File: config.mk
export PLATFORM = sky130hd
export DESIGN_NAME = dcedm_queue
export DESIGN_NICKNAME = d
export VERILOG_FILES = /design/src/rtl/dcedm_pkg.sv /design/src/rtl/dcedm_queue.sv
export SDC_FILE = /design/constraint.sdc
export NUM_CORES = 1
export LEC_CHECK = 0
export ABC_CLOCK_PERIOD_IN_PS = 23500
export BUFFER_PORTS_ARGS = -buffer_cell sky130_fd_sc_hd__buf_2
export CORE_AREA = 4 4 162 164
export DETAILED_ROUTE_END_ITERATION = 12
export DIE_AREA = 0 0 166 168
export PLACE_DENSITY_LB_ADDON = 0.08
export SLEW_MARGIN = 0
export SYNTH_ARGS = -nofsm -noshare
export SYNTH_HDL_FRONTEND = slang
export SYNTH_SLANG_ARGS = --single-unit
File: constraint.sdc
create_clock -name clk -period 23.5 [get_ports clk]
set_input_delay 1.175 -clock clk [delete_from_list [all_inputs] [get_ports clk]]
set_output_delay 1.175 -clock clk [all_outputs]
set_load 0.005 [all_outputs]
File: src/rtl/dcedm_pkg.sv
// Shared types, codes and constants for the dual channel edge delay matcher.
// Depends on nothing; every other file of the block refers to it by scoped names.
`timescale 1ns / 1ps

package dcedm_pkg;

  localparam int CAPTURE_WIDTH_DEF = 32;

  localparam logic [1:0] KIND_EDGE     = 2'd0;
  localparam logic [1:0] KIND_OVERFLOW = 2'd1;
  localparam logic [1:0] KIND_TIMEOUT  = 2'd2;
  localparam logic [1:0] KIND_STATS    = 2'd3;

  localparam logic CFG_MAX_DELAY = 1'b0;
  localparam logic CFG_MAX_AGE   = 1'b1;

  localparam logic [30:0] MAX_DELAY_RESET = 31'd1000;
  localparam logic [61:0] MAX_AGE_RESET   = 62'd100000000;

  localparam logic [62:0] SQ_MAX = '1;

  typedef struct packed {
    logic [1:0]  kind;
    logic        channel;
    logic [31:0] capture_value;
    logic [62:0] now_ticks;
    logic        clear_stats;
  } in_item_t;

  typedef struct packed {
    logic               matched;
    logic [31:0]        pair_ts_a;
    logic [31:0]        pair_ts_b;
    logic signed [31:0] pair_delay;
    logic [31:0]        match_count;
    logic [31:0]        missed_count_a;
    logic [31:0]        missed_count_b;
    logic signed [31:0] delay_least;
    logic signed [31:0] delay_greatest;
    logic signed [63:0] delay_total;
    logic [62:0]        delay_square_total;
  } out_item_t;

  // Item after widening, as held in the queue between front and back.
  typedef struct packed {
    logic [1:0]  kind;
    logic        channel;
    logic [63:0] wide;
    logic [31:0] raw;
    logic [62:0] now;
    logic        clr;
  } wide_item_t;

  // Outcome of the pairing logic, carried to the statistics stage.
  typedef struct packed {
    logic [1:0]         kind;
    logic               matched;
    logic [31:0]        raw_a;
    logic [31:0]        raw_b;
    logic signed [31:0] d;
    logic               miss_a;
    logic               miss_b;
    logic               clr;
    logic [61:0]        sq;
  } event_t;

  function automatic logic [31:0] sat_inc(input logic [31:0] v, input logic en);
    sat_inc = (en && (v != '1)) ? v + 32'd1 : v;
  endfunction

endpackage

File: src/rtl/dcedm_queue.sv
// Two-entry queue of widened items between the front end and the back end.
// Depends on dcedm_pkg.
`timescale 1ns / 1ps

module dcedm_queue (
  input  logic                  clk,
  input  logic                  rst,
  input  logic                  push_valid,
  output logic                  push_ready,
  input  dcedm_pkg::wide_item_t push_item,
  output logic                  pop_valid,
  input  logic                  pop_ready,
  output dcedm_pkg::wide_item_t pop_item
);

  dcedm_pkg::wide_item_t mem [2];
  logic       wr_ptr, rd_ptr;
  logic [1:0] count;
  logic       push, pop;

  assign push_ready = (count != 2'd2);
  assign pop_valid  = (count != 2'd0);
  assign push       = push_valid && push_ready;
  assign pop        = pop_valid && pop_ready;
  assign pop_item   = mem[rd_ptr];

  always_ff @(posedge clk) begin
    if (push) begin
      mem[wr_ptr] <= push_item;
    end
  end

  always_ff @(posedge clk) begin
    if (rst) begin
      wr_ptr <= 1'b0;
      rd_ptr <= 1'b0;
      count  <= 2'd0;
    end else begin
      if (push) wr_ptr <= ~wr_ptr;
      if (pop) rd_ptr <= ~rd_ptr;
      count <= count + {1'b0, push} - {1'b0, pop};
    end
  end

endmodule

## After elaboration in Yosys (flattened, before gate mapping)

Memories as Yosys holds them, arrays and structs flattened. A register that Yosys moved wholly into a read port is not among the register bits.
Cells that the tools add are included.

| cells by class | value |
|---|---|
| reductions and logical operators | 3 |
| bitwise gates (word level) | 2 |
| add/sub/neg operators | 2 |
| mux-type cells | 4 |
| equal/unequal tests | 1 |

Operator list:

| kind | number |
|---|---|
| 2-to-1 mux 1 bit | 4 |
| adder 2 x 1 -> 2 bit | 1 |
| logical AND 1 bit | 2 |
| != test 2 bit (second input constant) | 1 |
| inverter 1 bit | 2 |
| nonzero test 2 bit | 1 |
| subtractor 2 x 1 -> 2 bit | 1 |

| word-level totals | value |
|---|---|
| input port bits | 167 |
| bits in writable memories | 326 |
| memories kept | 1 |
| output and inout port bits | 165 |
| register bits | 4 |
| logic and storage cells | 16 |

Memories:

| name | depth | bits a word | rd ports | clocked after Yosys merged registers in | write ports | RTL line | RTL |
|---|---|---|---|---|---|---|---|
| mem | 2 | 163 | 1 | 1 | 1 | dcedm_queue.sv:16 | `dcedm_pkg::wide_item_t mem [2];` |

## Longest topological paths before layout

| logic depth | value |
|---|---|
| depth in word-level cells | 4 |
| gate-level depth with buffers | 8 |
| mapped depth without buffers | 8 |

## Worst setup path before layout

Ideal clock, no wire load.

| timing | value |
|---|---|
| path type | input -> register |
| start | in push_valid |
| end | mem mem[0][0] in the netlist's numbering (enable) |
| arrival time | 8.023 ns |
| slack | 14.790 ns |
| stages on the path | 2 |
| required time | 22.812 ns |
| setup time | 0.688 ns |
| path buffers | 0 |
| path through | nand2_1 -> nor2_1 |

| on the way | value |
|---|---|
| word-level cells in the longest chain between the ends | 3 |

Ends and longest elaborated chain:

| item | RTL line | RTL |
|---|---|---|
| from (decl) | dcedm_queue.sv:8 | `input logic push_valid,` |
| logical AND 1 bit | dcedm_queue.sv:23 | `assign push = push_valid && push_ready;` |
| 2-to-1 mux 1 bit | dcedm_queue.sv:28 | `if (push) begin` |
| 2-to-1 mux 1 bit (not written as such) | dcedm_queue.sv:29 | `mem[wr_ptr] <= push_item;` |
| to (decl) | dcedm_queue.sv:16 |  |

No other way between the ends.

==> flow_metrics.tcl <==
set metrics [dict create \
    grt_pass1_vias 6572 \
    gp_congestion 0.8357 \
    cts_tree "yes" \
    setup_viol 0 \
    finalMaxSlewViolations 0 \
    io_pins 332 \
    drc_errors 0 \
    power_leakage_nw 5.820 \
    yosysWarnings 0 \
    num_vias 6204 \
    wl_per_cell_um 20.28 \
    netlist_instances 531 \
    synth_edf_count 326 \
    fillers 1830 \
    grt.total_usage_pct 17.31 \
    crit_fanout 71 \
    fin_skew_ns 0.01120 \
    timing.final.crit_period_ns 4.000 \
    path_cells "buf_4 -> mux2_2 -> buf_2" \
    clockBufferDepth 3 \
    core-area_um2 24890 \
    dr.pass1.iters 4 \
    fp.dieW_um 166 \
    rows 58 \
    synth_cell_types 17 \
    grt_max_degree 74 \
    path_clk_slew_ns 0.05 \
    htreeDepth 2 \
    tns_ns 0 \
    p_per_area_nw_per_um2 105.2 \
    worst_setup_path_end_kind "primary output" \
    cts_made_buffers 34 \
    synth_area_um2 12260 \
    max_freq_mhz 250.0 \
    clock-sinks 331 \
    dieArea_um2 27890 \
    ys_async_sr_fraction_pct 0 \
    fin_util_pct 61.32 \
    postCtsSetupBuffers 0 \
    peakVddDrop_mv 0.07606 \
    status "finished clean" \
    final-hold-violation-count 0 \
    syn_nets 700 \
    hold_path.class "flip-flop to flip-flop" \
    grt_antenna_before_repair 9 \
    port_buffers 331 \
    critical_path_arrival_ns 2.82 \
    critPathLaunchType "flip-flop" \
    cts-root-buf "clkbuf_16" \
    postRouteAntennaNets 0 \
    clock_latency_ns 0.49 \
    slowest_stage "buf_4" \
    rsz0062_at_grt "no" \
    cap_violations 0 \
    worstSetupPathType "flip-flop to primary output" \
    worst-slew-pin-transition_ns 1.009 \
    reg2reg_depth 4 \
    grt_pass1_wl_mm 37.29 \
    crit_required_ns 22.33 \
    ys_seq_elements 331 \
    synthFlopType "edfxtp_1" \
    post_synth.cell_area_avg_um2 23.09 \
    hold_depth 2 \
    cts_resized 0 \
    start_util_pct 49.26 \
    drive_gt1_share_pct 59.85 \
    vias_per_cell 4.995 \
    wirelength_mm 25.19 \
    ys_seq_area_share_pct 80.65 \
    syn_to_final_growth_pct 24.49 \
    relSlewSlack_pct 32.71 \
    num-nets-final 1055 \
    grt.overflow.total 0 \
    period_share_pct 17.02 \
    slowest_delay_ns 0.86 \
    die_h_um 168 \
    place_hpwl_mm 17.42 \
    holdBufCountCts 0 \
    drtIter0Drc 424 \
]
## stage by stage
step	power, mW	cells	hold slack, ns	setup slack [ns]	instance area (um2)
2_1_floorplan	1.012	531	0.4810	14.79	12260
3_3_place_gp	1.133	1180	0.4986	20.02	14250
3_5_place_dp	1.142	1180	0.5075	19.99	14250
4_1_cts	1.630	1239	0.5235	19.47	15260
5_1_grt	1.685	1242	0.5442	19.35	15260
6_report	1.606	1242	0.5193	19.50	15260
## sequential cells by signal, summed over array words and instances (netlist names), named ones only
register,flops
count,2
rd_ptr,1
wr_ptr,1
mem,326
## power by group
group	total, mW	switching [mW]	internal [mW]
clock network	0.484	0.200	0.284
logic	0.350	0.166	0.184
registers	0.772	0.0289	0.743
## synth_stat cells, drive strengths merged (2+ instances only)
cell | n | share of area [%]
buf | 18 | 1.2
dfxtp | 5 | 0.82
edfxtp | 326 | 80
ha | 2 | 0.20
mux2 | 164 | 17
nor2 | 5 | 0.15
nor2b | 2 | 0.10
xnor2 | 2 | 0.14
## path summary, 6_finish.rpt
kind	startpoint	end	slack [ns]
worst max-delay path	flip-flop	pop_item[51]	19.50
worst min-delay path	rd_ptr	rd_ptr	0.52
worst max register to register	count[0]	mem[0][86]	20.74
worst min register to register	rd_ptr	rd_ptr	0.52
## cell families after synthesis
logic type	after synthesis	share of synthesized area, %
flip-flops	331	80.65
multiplexers	164	17.20
buffers and inverters	19	1.224
AND/OR/NAND/NOR	11	0.4388
XOR/XNOR	3	0.2143
adder cells (fa/ha/maj)	2	0.2040
AO/OA/AOI/OAI	1	0.06125
## placed cells by master, fill, tap and decap left out, types with 3 or more instances in the layout
cell,netlist,routed
clkbuf_1,0,8
clkbuf_16,0,37
mux2_2,94,94
buf_4,0,6
edfxtp_1,326,326
buf_2,9,331
diode_2,0,3
dfxtp_1,5,4
clkinv_1,0,12
mux2_4,70,70
nor2_1,5,4
## metal layers
layer,global-route usage (%),vias up,part of all wire [%]
met3,7.302,56,9.4
li1,-,2830,-
met4,5.093,12,2.4
met1,20.86,3050,38
met5,0,-,0.31
met2,28.78,256,49
## critical path, delay by kind of cell (launching register included)
family / cells / cell delay [ns]
buffers and inverters: 2 / 0.99
DFF: 1 / 0.77
muxes: 1 / 0.45
## final cells by class
class	instances	area, um2	area share [%]
sequential	331	9893	64.81
multi-input combinational	181	2235	14.64
timing repair buffer	337	1702	11.15
clock buffer	45	955.9	6.262
tap	330	412.9	2.705
clock inverter	14	55.05	0.3607
antenna	3	7.507	0.04918
inverter	1	3.754	0.02459
Power figures use the tool's default switching activity.
