===== config.mk =====
export PLATFORM = sky130hd
export DESIGN_NAME = dcedm_front
export DESIGN_NICKNAME = d
export VERILOG_FILES = /design/src/rtl/dcedm_pkg.sv /design/src/rtl/dcedm_front.sv
export SDC_FILE = /design/constraint.sdc
export NUM_CORES = 1
export LEC_CHECK = 0
export BUFFER_PORTS_ARGS = -buffer_cell sky130_fd_sc_hd__buf_2
export CORE_UTILIZATION = 58
export DETAILED_ROUTE_END_ITERATION = 10
export GPL_TIMING_DRIVEN = 0
export PLACE_DENSITY = 0.86
export SLEW_MARGIN = 20
export SYNTH_ARGS = -nofsm -noshare
export SYNTH_HDL_FRONTEND = slang
export SYNTH_SLANG_ARGS = --single-unit

===== constraint.sdc =====
create_clock -name clk -period 18 [get_ports clk]
set_clock_uncertainty 0.15 [all_clocks]
set_input_delay 0.9 -clock clk [delete_from_list [all_inputs] [get_ports clk]]
set_output_delay 0.9 -clock clk [all_outputs]
set_load 0.005 [all_outputs]

===== src/rtl/dcedm_pkg.sv =====
// Shared types, codes and constants for the dual channel edge delay matcher.
// Depends on nothing; every other file of the block refers to it by scoped names.
`timescale 1ns / 1ps

package dcedm_pkg;

  localparam int CAPTURE_WIDTH_DEF = 32;

  localparam logic [1:0] KIND_EDGE     = 2'd0;
  localparam logic [1:0] KIND_OVERFLOW = 2'd1;
  localparam logic [1:0] KIND_TIMEOUT  = 2'd2;
  localparam logic [1:0] KIND_STATS    = 2'd3;

  localparam logic CFG_MAX_DELAY = 1'b0;
  localparam logic CFG_MAX_AGE   = 1'b1;

  localparam logic [30:0] MAX_DELAY_RESET = 31'd1000;
  localparam logic [61:0] MAX_AGE_RESET   = 62'd100000000;

  localparam logic [62:0] SQ_MAX = '1;

  typedef struct packed {
    logic [1:0]  kind;
    logic        channel;
    logic [31:0] capture_value;
    logic [62:0] now_ticks;
    logic        clear_stats;
  } in_item_t;

  typedef struct packed {
    logic               matched;
    logic [31:0]        pair_ts_a;
    logic [31:0]        pair_ts_b;
    logic signed [31:0] pair_delay;
    logic [31:0]        match_count;
    logic [31:0]        missed_count_a;
    logic [31:0]        missed_count_b;
    logic signed [31:0] delay_least;
    logic signed [31:0] delay_greatest;
    logic signed [63:0] delay_total;
    logic [62:0]        delay_square_total;
  } out_item_t;

  // Item after widening, as held in the queue between front and back.
  typedef struct packed {
    logic [1:0]  kind;
    logic        channel;
    logic [63:0] wide;
    logic [31:0] raw;
    logic [62:0] now;
    logic        clr;
  } wide_item_t;

  // Outcome of the pairing logic, carried to the statistics stage.
  typedef struct packed {
    logic [1:0]         kind;
    logic               matched;
    logic [31:0]        raw_a;
    logic [31:0]        raw_b;
    logic signed [31:0] d;
    logic               miss_a;
    logic               miss_b;
    logic               clr;
    logic [61:0]        sq;
  } event_t;

  function automatic logic [31:0] sat_inc(input logic [31:0] v, input logic en);
    sat_inc = (en && (v != '1)) ? v + 32'd1 : v;
  endfunction

endpackage


===== src/rtl/dcedm_front.sv =====
// Front end: accepts input beats and widens edge captures with per-channel wrap counts.
// Depends on dcedm_pkg.
`timescale 1ns / 1ps

module dcedm_front #(
  parameter int CAPTURE_WIDTH = dcedm_pkg::CAPTURE_WIDTH_DEF
) (
  input  logic                   clk,
  input  logic                   rst,
  input  logic                   in_valid,
  output logic                   in_ready,
  input  dcedm_pkg::in_item_t    in_item,
  output logic                   push_valid,
  input  logic                   push_ready,
  output dcedm_pkg::wide_item_t  push_item
);

  localparam logic [31:0] CAP_HALF = 32'(64'd1 << (CAPTURE_WIDTH - 1));

  logic [31:0] previous_raw_a, previous_raw_b;
  logic [31:0] wrap_count_a, wrap_count_b;
  logic [31:0] value, last, wrap, wrap_next;
  logic        wrap_hit, accept;

  assign value = 32'(in_item.capture_value[CAPTURE_WIDTH-1:0]);
  assign last  = in_item.channel ? previous_raw_b : previous_raw_a;
  assign wrap  = in_item.channel ? wrap_count_b : wrap_count_a;

  // A drop of more than half the capture range means the timer wrapped.
  assign wrap_hit  = (last != 32'd0) && (value < last) && ((last - value) > CAP_HALF);
  assign wrap_next = wrap + {31'd0, wrap_hit};

  assign in_ready   = push_ready;
  assign push_valid = in_valid;
  assign accept     = in_valid && push_ready;

  always_comb begin
    push_item.kind    = in_item.kind;
    push_item.channel = in_item.channel;
    push_item.wide    = ({32'd0, wrap_next} << CAPTURE_WIDTH) | {32'd0, value};
    push_item.raw     = value;
    push_item.now     = in_item.now_ticks;
    push_item.clr     = in_item.clear_stats;
  end

  always_ff @(posedge clk) begin
    if (rst) begin
      previous_raw_a <= '0;
      previous_raw_b <= '0;
      wrap_count_a   <= '0;
      wrap_count_b   <= '0;
    end else if (accept) begin
      if (in_item.kind == dcedm_pkg::KIND_EDGE) begin
        if (in_item.channel) begin
          previous_raw_b <= value;
          wrap_count_b   <= wrap_next;
        end else begin
          previous_raw_a <= value;
          wrap_count_a   <= wrap_next;
        end
      end else if (in_item.kind == dcedm_pkg::KIND_OVERFLOW) begin
        wrap_count_a <= wrap_count_a + 32'd1;
        wrap_count_b <= wrap_count_b + 32'd1;
      end
    end
  end

endmodule


* Word level (Yosys, flattened, before mapping)
Cells that the tools add are included.
** Word-level totals
- Bits in registers :: 128
- Bits in latches :: 0
- Memory bits (writable) :: 0
- Memory bits (read-only) :: 0
- Input bits :: 103
- Output and inout bits :: 165
- Word-level logic and storage cells :: 33
- Memories kept :: 0
** Operators by class
- Add/subtract/negate cells :: 4
- Multipliers :: 0
- Divide/modulo/power cells :: 0
- Order comparisons :: 2
- Eq/ne operators :: 3
- Shift operators :: 0
- Muxes and demuxes :: 8
- Bitwise operators :: 2
- Reductions and logical operators :: 10
** Operator list (number)
- 2-to-1 mux 32 bit :: 8
- adder 32 x 1 -> 32 bit (second input constant) :: 2
- OR 64 x 32 -> 64 bit :: 1
- adder 32 x 1 -> 32 bit :: 1
- > comparator 32 bit (second input constant) :: 1
- less-than comparator 32 bit :: 1
- nonzero test 32 bit :: 1
- subtractor 32 bit :: 1
- AND reduction 3 bit :: 4
- != test 2 bit (second input constant) :: 2
- logical AND 1 bit :: 3
- == test 2 x 1 -> 1 bit (second input constant) :: 1
- zero test 2 bit :: 1
- nonzero test 2 bit :: 1
- NOT 1 bit :: 1

* Logic depth before layout (Yosys ltp)
- Word-level depth :: 7
- Gate-level depth with buffers :: 26
- Gate-level depth less buffers :: 23

* Worst setup path after synthesis
OpenSTA, ideal clock, no wires.
- Kind :: input to output
- Start :: in in_item[96] (netlist bit)
- End :: out push_item[154] (netlist bit)
- Arrival :: 6.059 ns
- Data required time :: 16.950 ns
- Path slack :: 10.891 ns
- Stages on the path :: 23
- Buffers on the path :: 4
- Path through :: buf_6 > buf_2 > buf_2 > buf_2 > mux2_2 > ha_1 > a21o_1 > nor2b_4 > a211o_1 > o2111ai_1 > or4b_1 > a221oi_2 > xnor2_1 > a22o_1 > and3_1 > ha_1 > ha_1 > a21boi_1 > nand4_2 > or4b_1 > a21oi_1 > a211oi_1 > inv_1
** RTL lines
- start: declaration :: line dcedm_front.sv:12 : input dcedm_pkg::in_item_t in_item,
- end: declaration :: line dcedm_front.sv:15 : output dcedm_pkg::wide_item_t push_item

==> impl_metrics.tcl <==
set metrics [dict create \
    outcome "finished clean" \
    rows 50 \
    avgSynthCellArea_um2 7.13 \
    max_freq_mhz 103 \
    cts_setup_buffers 0 \
    initial_core_util_pct 59.1 \
    synthArstFlopShare_pct 0 \
    synthToLayoutAreaGrowth_pct 17.7 \
    grt_usage_pct 39.5 \
    core_area_um2 18600 \
    viasPerCell 6.28 \
    portBuffers 203 \
    cp_slowest_stage_delay_ns 0.89 \
    ctsHoldBuffers 0 \
    diodes 0 \
    fin_crit_sh_pct 54.0 \
    r2r_slack_ns 11.18 \
    cap_violations 0 \
    setup-tns-final_ns 0 \
    synth_area_um2 11000 \
    cts_sinks 128 \
    syn-num-nets 1690 \
    place_congestion 1.00 \
    powerDensity_nw_per_um2 62.7 \
    die-area_um2 19600 \
    slew_headroom_pct 18.2 \
    synth-edff-count 0 \
    hold_ws_ns 0.303 \
    drive_gt1_share_pct 24.8 \
    htreeDepth 4 \
    grt_max_degree 17 \
    grt_setup_unrepaired "no" \
    netlist_top_cells_count "231 x nand2_1, 167 x a21oi_1, 133 x buf_4" \
    grt_pass1_wl_um 60300 \
    ios 268 \
    crit_top_cell "buf_2" \
    synth_top_area_share_pct 23.2 \
    cp_num_buf_inv 7 \
    required_ns 16.95 \
    cts_tree "built" \
    antenna_found_initial 0 \
    endpoint_kind "output port" \
    num_vias 12600 \
    die_h_um 140 \
    grt-ovfl-total 0 \
    cp_slowest_cell "a2111oi_0" \
    layout_min_cycle_time_ns 9.72 \
    cts_inserted_buffers 17 \
    synth_most_common_cell "nand2_1" \
    tightest_slew_ns 1.22 \
    totalWireLength_um 39700 \
    crit_family "compound AO/OA/AOI/OAI gates" \
    drtPass1Iterations 6 \
    hold_violations 0 \
    clk-insertion-delay-late_ns 0.44 \
    drc 0 \
    final_nets 1912 \
    start_kind "input pin" \
    yosys.area.top_type "dfxtp_1" \
    seq_area_frac_synth_pct 23.2 \
    ctsResizeCount 0 \
    synthDistinctLibCells 82 \
    clockRootBuffer "clkbuf_16" \
    avgRoutedWirePerCell_um 19.7 \
    drt-initial-drc-count 1231 \
    die_w_um 140 \
    synth_area_leaders "dfxtp_1 23%, buf_4 9.1%, nand2_1 7.9%, a21oi_1 7.6%, o21ai_0 4.8%" \
    arrival_ns 8.67 \
    ant_nets 0 \
    dp_hpwl_um 28800 \
    critPathKind "input pin to output port" \
    grt_pass1_vias 11600 \
    crit_path_max_fanout 10 \
    finalMaxSlewViolations 0 \
    yosys_register_bits 128 \
    setup_viol 0 \
    synthesis.instances 1545 \
    synthFlopType "dfxtp_1" \
    ir_drop_mv 0.0661 \
    synth_warnings 0 \
    clockBufferDepth 2 \
    p_leak_nw 5.43 \
    nFillCells 1658 \
    hp-class "flop to flop" \
    clk_pin_slew_worst_paths_ns 0.06 \
]
## power by group
part / internal, W / total (W) / switching, W
logic: 0.0000562 / 0.000134 / 0.0000782
clock network: 0.000246 / 0.000391 / 0.000145
registers: 0.000286 / 0.000288 / 0.00000230
## cells in the final DEF (no fill, tap or decap), types with 25 or more instances in the layout
cell type and n:
a21oi_1 167, buf_2 219, buf_4 133, clkbuf_1 69
dfxtp_1 128, ha_1 41, inv_1 65, mux2_2 36
mux2i_1 25, nand2_1 231, nand3_1 47, nor2_1 99
nor3_1 36, o21ai_0 105, xnor2_1 27
## path summary, 6_finish.rpt
path                       from  cells past startpoint                 end
max                 in_item[96]                     25      push_item[150]
min          previous_raw_a[11]                      2  previous_raw_a[11]
max reg2reg  previous_raw_b[13]                     22    wrap_count_a[22]
min reg2reg  previous_raw_a[11]                      2  previous_raw_a[11]
## layout make-up
| cell class | instances | area (um2) | area share, % |
|---|---|---|---|
| multi-input cells | 1126 | 6830 | 52.7 |
| flip-flops and latches | 128 | 2560 | 19.8 |
| plain buffers | 226 | 1380 | 10.7 |
| repair buffers | 203 | 1020 | 7.83 |
| clock buffers | 18 | 429 | 3.31 |
| well taps | 234 | 293 | 2.26 |
| inverters | 65 | 244 | 1.88 |
| clock inverters | 13 | 213 | 1.64 |
## state kept, by name, indices dropped and copies added (netlist names)
| signal | cells |
|---|---|
| previous_raw_a | 32 |
| previous_raw_b | 32 |
| wrap_count_a | 32 |
| wrap_count_b | 32 |
## logic make-up after synthesis
family | count (synthesis) | synth area share, %
compound gates | 429 | 23.9
xor+xnor | 43 | 3.42
fa+ha+maj | 42 | 4.84
buf+inv | 291 | 14.8
flops | 128 | 23.2
mux | 61 | 5.95
simple gates | 551 | 23.9
## layer usage
layer	up-vias	wire, um	GRT usage, %	share of wire (%)
li1	5783	-	-	-
met1	5843	14600	44.0	37
met2	811	18300	66.7	46
met3	204	3880	8.29	9.8
met4	0	2990	29.1	7.5
met5	-	0	0	0
## worst register-to-register path, cell delays in order, from the launching register on
cell	delay, ns
dfxtp_1	0.32
mux2_2	0.28
ha_1	0.28
clkbuf_1	0.28
nand2_1	0.09
nor3_1	0.32
o21ai_0	0.29
a2111oi_0	0.89
o21ai_0	0.37
xnor2_1	0.24
nor4_1	0.07
nand4_1	0.09
and3_1	0.19
ha_1	0.19
ha_1	0.20
a21boi_1	0.70
nand4_2	0.45
nor2_2	0.43
a41o_1	0.23
o22ai_1	0.13
a22o_1	0.25
a22oi_1	0.18
nor2_1	0.06
## per-stage QoR
step	setup slack (ns)	utilization, %	total power [W]	instances	instance area, um2
after floorplan	10.89	-	0.000374	1545	11000
after global placement	8.75	66.1	0.000422	1982	12300
after detailed placement	8.75	66.1	0.000424	1982	12300
after CTS	8.72	69.6	0.000807	2013	13000
after global routing	8.20	69.6	0.000833	2013	13000
final	8.28	69.6	0.000813	2013	13000
No activity file was read; power rests on OpenSTA's default activity.
