## src/rtl/dcedm_pkg.sv

```systemverilog
// Shared types, codes and constants for the dual channel edge delay matcher.
// Depends on nothing; every other file of the block refers to it by scoped names.
`timescale 1ns / 1ps

package dcedm_pkg;

  localparam int CAPTURE_WIDTH_DEF = 32;

  localparam logic [1:0] KIND_EDGE     = 2'd0;
  localparam logic [1:0] KIND_OVERFLOW = 2'd1;
  localparam logic [1:0] KIND_TIMEOUT  = 2'd2;
  localparam logic [1:0] KIND_STATS    = 2'd3;

  localparam logic CFG_MAX_DELAY = 1'b0;
  localparam logic CFG_MAX_AGE   = 1'b1;

  localparam logic [30:0] MAX_DELAY_RESET = 31'd1000;
  localparam logic [61:0] MAX_AGE_RESET   = 62'd100000000;

  localparam logic [62:0] SQ_MAX = '1;

  typedef struct packed {
    logic [1:0]  kind;
    logic        channel;
    logic [31:0] capture_value;
    logic [62:0] now_ticks;
    logic        clear_stats;
  } in_item_t;

  typedef struct packed {
    logic               matched;
    logic [31:0]        pair_ts_a;
    logic [31:0]        pair_ts_b;
    logic signed [31:0] pair_delay;
    logic [31:0]        match_count;
    logic [31:0]        missed_count_a;
    logic [31:0]        missed_count_b;
    logic signed [31:0] delay_least;
    logic signed [31:0] delay_greatest;
    logic signed [63:0] delay_total;
    logic [62:0]        delay_square_total;
  } out_item_t;

  // Item after widening, as held in the queue between front and back.
  typedef struct packed {
    logic [1:0]  kind;
    logic        channel;
    logic [63:0] wide;
    logic [31:0] raw;
    logic [62:0] now;
    logic        clr;
  } wide_item_t;

  // Outcome of the pairing logic, carried to the statistics stage.
  typedef struct packed {
    logic [1:0]         kind;
    logic               matched;
    logic [31:0]        raw_a;
    logic [31:0]        raw_b;
    logic signed [31:0] d;
    logic               miss_a;
    logic               miss_b;
    logic               clr;
    logic [61:0]        sq;
  } event_t;

  function automatic logic [31:0] sat_inc(input logic [31:0] v, input logic en);
    sat_inc = (en && (v != '1)) ? v + 32'd1 : v;
  endfunction

endpackage

```

## src/rtl/dcedm_back.sv

```systemverilog
// Back end: pending-edge pairing, squaring stage, statistics and the output register.
// Depends on dcedm_pkg; holds the configuration registers.
`timescale 1ns / 1ps

module dcedm_back (
  input  logic                  clk,
  input  logic                  rst,
  input  logic                  pop_valid,
  output logic                  pop_ready,
  input  dcedm_pkg::wide_item_t pop_item,
  input  logic                  cfg_valid,
  output logic                  cfg_ready,
  input  logic                  cfg_index,
  input  logic [63:0]           cfg_data,
  output logic                  out_valid,
  input  logic                  out_ready,
  output dcedm_pkg::out_item_t  out_item
);

  logic [30:0] max_delay_ticks;
  logic [61:0] age_limit_ticks;

  logic        pending_valid_a, pending_valid_b;
  logic [63:0] pending_wide_a, pending_wide_b;
  logic [31:0] pending_raw_a, pending_raw_b;
  logic        pending_valid_a_next, pending_valid_b_next;
  logic [63:0] pending_wide_a_next, pending_wide_b_next;
  logic [31:0] pending_raw_a_next, pending_raw_b_next;

  logic                p_valid, q_valid;
  dcedm_pkg::event_t   p_ev, q_ev, ev, p_ev_sq;

  logic [31:0]        match_tally, miss_tally_a, miss_tally_b;
  logic signed [31:0] least_delay, greatest_delay;
  logic signed [63:0] sum_of_delays;
  logic [62:0]        sum_of_squares;

  logic [31:0]        match_tally_next, miss_tally_a_next, miss_tally_b_next;
  logic signed [31:0] least_delay_next, greatest_delay_next;
  logic signed [63:0] sum_of_delays_next;
  logic [62:0]        sum_of_squares_next;

  logic q_take, p_move, p_take, q_move, out_free, pop;
  logic [63:0] diff, age_a, age_b;
  logic        in_window;
  logic [31:0] mag;
  logic [64:0] sum_ext;
  logic [63:0] sq_ext;

  assign cfg_ready = 1'b1;

  always_ff @(posedge clk) begin
    if (rst) begin
      max_delay_ticks <= dcedm_pkg::MAX_DELAY_RESET;
      age_limit_ticks <= dcedm_pkg::MAX_AGE_RESET;
    end else if (cfg_valid) begin
      if (cfg_index == dcedm_pkg::CFG_MAX_DELAY) max_delay_ticks <= cfg_data[30:0];
      else age_limit_ticks <= cfg_data[61:0];
    end
  end

  // Stage handshakes: each stage moves on when the one after it has room.
  assign out_free  = !out_valid || out_ready;
  assign q_move    = q_valid && out_free;
  assign q_take    = !q_valid || out_free;
  assign p_move    = p_valid && q_take;
  assign p_take    = !p_valid || p_move;
  assign pop_ready = p_take;
  assign pop       = pop_valid && p_take;

  // Pairing logic works on the item leaving the queue.
  always_comb begin
    pending_valid_a_next = pending_valid_a;
    pending_valid_b_next = pending_valid_b;
    pending_wide_a_next  = pending_wide_a;
    pending_wide_b_next  = pending_wide_b;
    pending_raw_a_next   = pending_raw_a;
    pending_raw_b_next   = pending_raw_b;
    if (pop_item.kind == dcedm_pkg::KIND_EDGE) begin
      if (pop_item.channel) begin
        pending_wide_b_next = pop_item.wide;
        pending_raw_b_next  = pop_item.raw;
      end else begin
        pending_wide_a_next = pop_item.wide;
        pending_raw_a_next  = pop_item.raw;
      end
    end
    diff = pending_wide_b_next - pending_wide_a_next;
    // |diff| <= M exactly when diff + M, taken modulo 2^64, is at most 2M.
    in_window = (diff + {33'd0, max_delay_ticks}) <= {32'd0, max_delay_ticks, 1'b0};
    age_a = {1'b0, pop_item.now} - pending_wide_a;
    age_b = {1'b0, pop_item.now} - pending_wide_b;

    ev      = '0;
    ev.kind = pop_item.kind;
    ev.clr  = pop_item.clr;
    case (pop_item.kind)
      dcedm_pkg::KIND_EDGE: begin
        if (pop_item.channel) begin
          ev.miss_b = pending_valid_b;
          pending_valid_b_next = 1'b1;
          if (pending_valid_a) begin
            if (in_window) begin
              ev.matched = 1'b1;
            end else if (pending_wide_a < pop_item.wide) begin
              ev.miss_a = 1'b1;
              pending_valid_a_next = 1'b0;
            end
          end
        end else begin
          ev.miss_a = pending_valid_a;
          pending_valid_a_next = 1'b1;
          if (pending_valid_b) begin
            if (in_window) begin
              ev.matched = 1'b1;
            end else if (pending_wide_b < pop_item.wide) begin
              ev.miss_b = 1'b1;
              pending_valid_b_next = 1'b0;
            end
          end
        end
        if (ev.matched) begin
          ev.raw_a = pending_raw_a_next;
          ev.raw_b = pending_raw_b_next;
          ev.d     = diff[31:0];
          pending_valid_a_next = 1'b0;
          pending_valid_b_next = 1'b0;
        end
      end
      dcedm_pkg::KIND_TIMEOUT: begin
        if (pending_valid_a && !age_a[63] && (age_a > {2'd0, age_limit_ticks})) begin
          ev.miss_a = 1'b1;
          pending_valid_a_next = 1'b0;
        end
        if (pending_valid_b && !age_b[63] && (age_b > {2'd0, age_limit_ticks})) begin
          ev.miss_b = 1'b1;
          pending_valid_b_next = 1'b0;
        end
      end
      default: begin
      end
    endcase
  end

  always_ff @(posedge clk) begin
    if (rst) begin
      pending_valid_a <= 1'b0;
      pending_valid_b <= 1'b0;
      p_valid         <= 1'b0;
    end else begin
      if (pop) begin
        pending_valid_a <= pending_valid_a_next;
        pending_valid_b <= pending_valid_b_next;
      end
      if (p_take) p_valid <= pop;
    end
  end

  always_ff @(posedge clk) begin
    if (pop) begin
      pending_wide_a <= pending_wide_a_next;
      pending_wide_b <= pending_wide_b_next;
      pending_raw_a  <= pending_raw_a_next;
      pending_raw_b  <= pending_raw_b_next;
      p_ev           <= ev;
    end
  end

  // Squaring stage; a matched delay never exceeds 2^31 - 1 in magnitude.
  assign mag = p_ev.d[31] ? 32'(-p_ev.d) : 32'(p_ev.d);

  always_comb begin
    p_ev_sq    = p_ev;
    p_ev_sq.sq = mag[30:0] * mag[30:0];
  end

  always_ff @(posedge clk) begin
    if (rst) begin
      q_valid <= 1'b0;
    end else if (q_take) begin
      q_valid <= p_move;
    end
  end

  always_ff @(posedge clk) begin
    if (p_move) begin
      q_ev <= p_ev_sq;
    end
  end

  // Statistics stage.
  assign sum_ext = {sum_of_delays[63], sum_of_delays} + {{33{q_ev.d[31]}}, q_ev.d};
  assign sq_ext  = {1'b0, sum_of_squares} + {2'd0, q_ev.sq};

  always_comb begin
    match_tally_next  = dcedm_pkg::sat_inc(match_tally, q_ev.matched);
    miss_tally_a_next = dcedm_pkg::sat_inc(miss_tally_a, q_ev.miss_a);
    miss_tally_b_next = dcedm_pkg::sat_inc(miss_tally_b, q_ev.miss_b);
    least_delay_next    = least_delay;
    greatest_delay_next = greatest_delay;
    if (q_ev.matched && (q_ev.d < least_delay)) least_delay_next = q_ev.d;
    if (q_ev.matched && (q_ev.d > greatest_delay)) greatest_delay_next = q_ev.d;
    if (sum_ext[64] != sum_ext[63]) begin
      sum_of_delays_next = sum_ext[64] ? {1'b1, 63'd0} : {1'b0, {63{1'b1}}};
    end else begin
      sum_of_delays_next = sum_ext[63:0];
    end
    sum_of_squares_next = sq_ext[63] ? dcedm_pkg::SQ_MAX : sq_ext[62:0];
  end

  always_ff @(posedge clk) begin
    if (rst) begin
      match_tally    <= '0;
      miss_tally_a   <= '0;
      miss_tally_b   <= '0;
      least_delay    <= 32'sh7fffffff;
      greatest_delay <= 32'sh80000000;
      sum_of_delays  <= '0;
      sum_of_squares <= '0;
    end else if (q_move) begin
      if ((q_ev.kind == dcedm_pkg::KIND_STATS) && q_ev.clr) begin
        match_tally    <= '0;
        miss_tally_a   <= '0;
        miss_tally_b   <= '0;
        least_delay    <= 32'sh7fffffff;
        greatest_delay <= 32'sh80000000;
        sum_of_delays  <= '0;
        sum_of_squares <= '0;
      end else begin
        match_tally    <= match_tally_next;
        miss_tally_a   <= miss_tally_a_next;
        miss_tally_b   <= miss_tally_b_next;
        least_delay    <= least_delay_next;
        greatest_delay <= greatest_delay_next;
        sum_of_delays  <= sum_of_delays_next;
        sum_of_squares <= sum_of_squares_next;
      end
    end
  end

  always_ff @(posedge clk) begin
    if (rst) begin
      out_valid <= 1'b0;
    end else if (out_free) begin
      out_valid <= q_move;
    end
  end

  always_ff @(posedge clk) begin
    if (q_move) begin
      out_item.matched            <= q_ev.matched;
      out_item.pair_ts_a          <= q_ev.raw_a;
      out_item.pair_ts_b          <= q_ev.raw_b;
      out_item.pair_delay         <= q_ev.d;
      out_item.match_count        <= match_tally_next;
      out_item.missed_count_a     <= miss_tally_a_next;
      out_item.missed_count_b     <= miss_tally_b_next;
      out_item.delay_least        <= (match_tally_next != 32'd0) ? least_delay_next : 32'sd0;
      out_item.delay_greatest     <= (match_tally_next != 32'd0) ? greatest_delay_next : 32'sd0;
      out_item.delay_total        <= sum_of_delays_next;
      out_item.delay_square_total <= sum_of_squares_next;
    end
  end

endmodule

```

## config.mk

```make
export PLATFORM = sky130hd
export DESIGN_NAME = dcedm_back
export DESIGN_NICKNAME = d
export VERILOG_FILES = /design/src/rtl/dcedm_pkg.sv /design/src/rtl/dcedm_back.sv
export SDC_FILE = /design/constraint.sdc
export NUM_CORES = 2
export LEC_CHECK = 0
export BUFFER_PORTS_ARGS = -buffer_cell sky130_fd_sc_hd__buf_2
export CORE_ASPECT_RATIO = 0.5
export CORE_MARGIN = 2
export CORE_UTILIZATION = 35
export DETAILED_ROUTE_END_ITERATION = 8
export GPL_TIMING_DRIVEN = 0
export SETUP_SLACK_MARGIN = 0.3
export SYNTH_ARGS = -nofsm -noshare
export SYNTH_HDL_FRONTEND = slang
export SYNTH_SLANG_ARGS = --single-unit
```

## constraint.sdc

```tcl
create_clock -name clk -period 37.5 [get_ports clk]
set_input_delay 3.75 -clock clk [delete_from_list [all_inputs] [get_ports clk]]
set_output_delay 3.75 -clock clk [all_outputs]
set_load 0.02 [all_outputs]
```

# Word level (Yosys, flattened, before mapping)
# Cells that the tools add are included.
# totals
input_bits,233
out_inout_bits,387
ff_bits,1227
# op_classes
n_eq_ne,8
reduce_logical,29
n_mux,53
n_bitwise,1
order_cmp,7
n_mul,1
add_sub_neg,10
# op_table
operator,n
$mux 32,14
$mux 64,7
$gt 64x62->1,2
$lt 64x64->1,2
$sub 63x64->64,2
$mux 63,2
$add 32x1->32 const B,3
$ne 32x32->1 const B,3
$add 64x32->65,1
$add 63x62->64,1
$add 64x31->64,1
$le 64x32->1,1
$sub 64x64->64,1
$mul 31x31->62,1
$gt 32x32->1,1
$lt 32x32->1,1
$reduce_bool 32->1,1
$mux 31,1
$neg 31->31,1
$mux 1,25
$logic_and 1x1->1,13
$reduce_and 2->1,3
$reduce_and 3->1,2
$logic_not 1->1,5
10 further kinds,15

# Longest topological paths before layout
# logic_depth
depth_word,11
mapped_depth,43
mapped_depth_nobuf,41

# Worst setup path before layout
# No wires, ideal clock.
# synth_path
path_kind,input -> register
from,in out_ready
to,"reg q_ev[100] (netlist bit), enable pin"
setup_ps,932
required_ps,36568
stages,2
arrival_time_ps,15513
path_slack_ps,21055
cell_sequence,nor2b_1 > a21boi_0
# synth_via
elab_chain_len,3
# synth_rtl
item,line,rtl
"start, declared",dcedm_back.sv:16,"input logic out_ready,"
$logic_or 1x1->1,dcedm_back.sv:63,assign out_free = !out_valid || out_ready;
$logic_or 1x1->1,dcedm_back.sv:65,assign q_take = !q_valid || out_free;
$logic_and 1x1->1,dcedm_back.sv:66,assign p_move = p_valid && q_take;
net p_move,dcedm_back.sv:43,"logic q_take, p_move, p_take, q_move, out_free, pop;"
"end signal, assigned",dcedm_back.sv:187,q_ev <= p_ev_sq;
"end, declared",dcedm_back.sv:31,"dcedm_pkg::event_t p_ev, q_ev, ev, p_ev_sq;"
# The timed path passes the listed nets, and every way through them passes these cells.
# A chain may end at the register's enable or synchronous reset.

==> flow_metrics.py <==
metrics = {
    "die": {
        "initial_core_util_pct": 35.3,
        "core-area_sq_um": 284000,
        "die-area_sq_um": 291000,
        "die_x_um": 761,
        "row_count": 138,
        "boundaryPins": 620,
        "dieHeight_um": 382,
    },
    "logic_synthesis": {
        "netlist_top_cells_area": "edfxtp_1 25%, fa_1 15%, ha_1 12%",
        "yosys.area.top_type": "edfxtp_1",
        "ys_seq_area_share_pct": 32.8,
        "synth_seq_cells": 1225,
        "synthArstFlopShare_pct": 0,
        "yosysUniqueCellTypes": 115,
        "netlist_area_sq_um": 100000,
        "ys.flop_type": "edfxtp_1",
        "synth_warnings": 0,
        "synth_edf_count": 840,
        "avgSynthCellArea_sq_um": 9.78,
        "synth_top_area_share_pct": 25.2,
        "synth_cells": 10200,
    },
    "timing": {
        "rsz0062_at_grt": "no",
        "fin_crit_ns": 15.52,
        "final_hold_viol_count": 0,
        "slew_headroom_pct": -12.3,
        "setup_violations": 0,
        "worst_pin_slew_ns": 1.67,
        "fmax_ghz": 0.0644,
        "period_share_pct": 41.4,
        "finalClockSkew_ns": 0.0882,
        "finalSetupTns_ns": 0,
        "final-max-slew-violation-count": 29,
    },
    "finish": {
        "fin_nets": 13000,
        "final_core_util_pct": 39.9,
        "drive_gt1_share_pct": 9.91,
        "final_common_cell": "inv_1",
        "layout_common_cells": "1,540 x inv_1, 956 x ha_1, 840 x edfxtp_1",
        "fillers": 28200,
        "area_growth_pct": 13.0,
        "instances_no_fill": 14900,
    },
    "worst_setup_path": {
        "required_ns": 38.06,
        "cp_max_fo": 11,
        "cpMostUsedCell": "fa_1",
        "cp-end-kind": "flop",
        "worstSetupPathType": "flop to flop",
        "cpPeakStageDelay_ns": 1.18,
        "startpoint_type": "flop",
        "cp.arrival_ns": 16.08,
        "crit_slowest_cell": "xor2_1",
    },
    "power": {
        "pwr-share-clk_pct": 11.3,
        "power_mw": 12.5,
        "combPwrFrac_pct": 72.6,
        "p_per_area_nw_per_um2": 110,
        "p_leak_nw": 51.3,
        "swShare_pct": 48.4,
        "seq_power_share_pct": 16.2,
        "vdd_drop_max_uv": 486,
        "switchingPower_mw": 6.04,
        "p_int_mw": 6.45,
    },
    "cts": {
        "clock_latency_ns": 0.86,
        "clkSinkCount": 1225,
        "root_buffer": "clkbuf_16",
        "cts_setup_buffers": 0,
        "cts_max_path_buffers": 4,
        "cts_tree": "done",
        "ctsHoldBuffers": 0,
        "cts_inserted_buffers": 138,
        "clkTransAtPathRegs_ns": 0.07,
        "cts_resized": 0,
        "h-tree-depth": 4,
    },
    "detailed_routing": {
        "drt_iter0_drc": 6415,
        "drtPass1Iterations": 6,
        "vias_per_cell": 5.26,
        "drc": 0,
        "drt_wl_total_mm": 336,
        "wl_per_cell_um": 22.5,
        "postRouteAntennaNets": 0,
        "vias": 78500,
    },
    "grt": {
        "grt_pass1_vias": 78100,
        "grt_use_total_pct": 22.5,
        "antenna_found_initial": 67,
        "grt_max_degree": 83,
        "grt_pass1_wl_mm": 495,
        "grt-ovfl-total": 0,
    },
    "place": {
        "finalWeightedCongestion": 1.03,
        "numPortBuffers": 616,
        "post-place-cells": 14700,
        "hpwl_mm": 274,
    },
    "status": {
        "violations": "capacitance limit, slew limit",
        "status": "complete, but fails checks",
    },
    "run": {
        "maxCapViolCount": 3,
    },
    "min_path": {
        "hold_path.class": "flop to flop",
    },
}
-- power groups by stage --
| stage | sequential [mW] | clock [mW] | combinational (mW) |
|---|---|---|---|
| floorplan | 2.05 | 0 | 6.37 |
| global placement | 2.07 | 0 | 8.99 |
| detailed placement | 2.05 | 0 | 9.04 |
| finish | 2.02 | 1.41 | 9.06 |
| CTS | 2.02 | 1.44 | 9.11 |
| global route | 2.03 | 1.49 | 10.2 |
-- sequential cells by signal, summed over array words and instances (netlist names), 31 cells and up --
register / cells
greatest_delay: 32
match_tally: 32
p_ev: 102
age_limit_ticks: 62
pending_raw_b: 32
pending_wide_a: 64
q_ev: 162
miss_tally_a: 32
sum_of_squares: 63
max_delay_ticks: 31
pending_raw_a: 32
least_delay: 32
sum_of_delays: 64
miss_tally_b: 32
pending_wide_b: 64
out_item: 384
-- metal layers --
layer | part of all wire (%) | global-route usage [%]
met4 | 4.2 | 8.52
met5 | 0.13 | 0.344
met2 | 45 | 36.8
met1 | 42 | 29.3
met3 | 7.9 | 4.85
-- final timing paths --
check	from	end	slack, ns	cells past startpoint
worst max-delay path	p_ev[65]$_SDFFCE_PN0P_	q_ev[61]$_DFFE_PP_	21.98	42
worst min-delay path	p_ev[115]$_SDFFCE_PN0P_	q_ev[115]$_DFFE_PP_	0.40	0
worst max register to register	p_ev[65]$_SDFFCE_PN0P_	q_ev[61]$_DFFE_PP_	21.98	42
worst min register to register	p_ev[115]$_SDFFCE_PN0P_	q_ev[115]$_DFFE_PP_	0.40	0
-- worst max-delay path, delay by kind of cell, from the launching register on --
kind	cells	cell delay (ns)
AND/OR/NAND/NOR	8	2.25
XOR/XNOR	2	1.28
flip-flops	1	0.62
adder cells (fa/ha/maj)	10	5.01
AO/OA/AOI/OAI	13	3.85
buffers and inverters	9	2.26
-- area by class of cell --
type                       count  area, sq um  share of cell area [%]
clock inverter                72          871                   0.769
timing repair buffer         641         3640                    3.22
clock buffer                 162         3650                    3.23
buffer                       332         1390                    1.22
multi-input combinational   7139        60200                    53.1
tap                         3780         4730                    4.17
antenna                       22         55.1                  0.0486
inverter                    1554         5840                    5.16
sequential                  1225        32900                    29.1
-- synthesized netlist by cell type (65+ instances only) --
library cell  number
nor2_1           753
a21oi_1          639
and3_1            79
nand4_1          130
a21o_1           323
inv_1           1541
edfxtp_1         840
a22oi_1          113
nor2b_4           65
o21a_1            67
dfxtp_1          385
ha_1             956
nor2b_1          127
clkbuf_1         287
mux2_2            69
a22o_1           113
xor2_1           168
fa_1             755
mux2i_1          103
nand2_1          834
xnor2_1          326
nand2b_1         162
nor3_1            92
o21ai_0          405
nand3_1          138
-- cell families (layout without fill, tap and decap cells) --
kind of cell    after synthesis  count (layout)  share of synthesized area (%)
other cells                   2              25                        0.00749
mux                         173             173                           1.81
flops                      1225            1225                           32.8
simple gates               2602            2602                           12.8
fa+ha+maj                  1711            1711                           27.0
compound gates             2154            2154                           13.9
xor+xnor                    496             496                           4.37
buf+inv                    1886            2761                           7.20
-- per-stage QoR --
stage / setup slack (ns) / hold WS, ns / instance area, sq um
6_report: 21.98 / 0.401 / 113000
3_5_place_dp: 21.72 / 0.405 / 109000
2_1_floorplan: 21.06 / 0.400 / 100000
5_1_grt: 21.70 / 0.409 / 113000
3_3_place_gp: 12.53 / 0.400 / 108000
4_1_cts: 22.35 / 0.401 / 113000
Power figures use the tool's default switching activity.
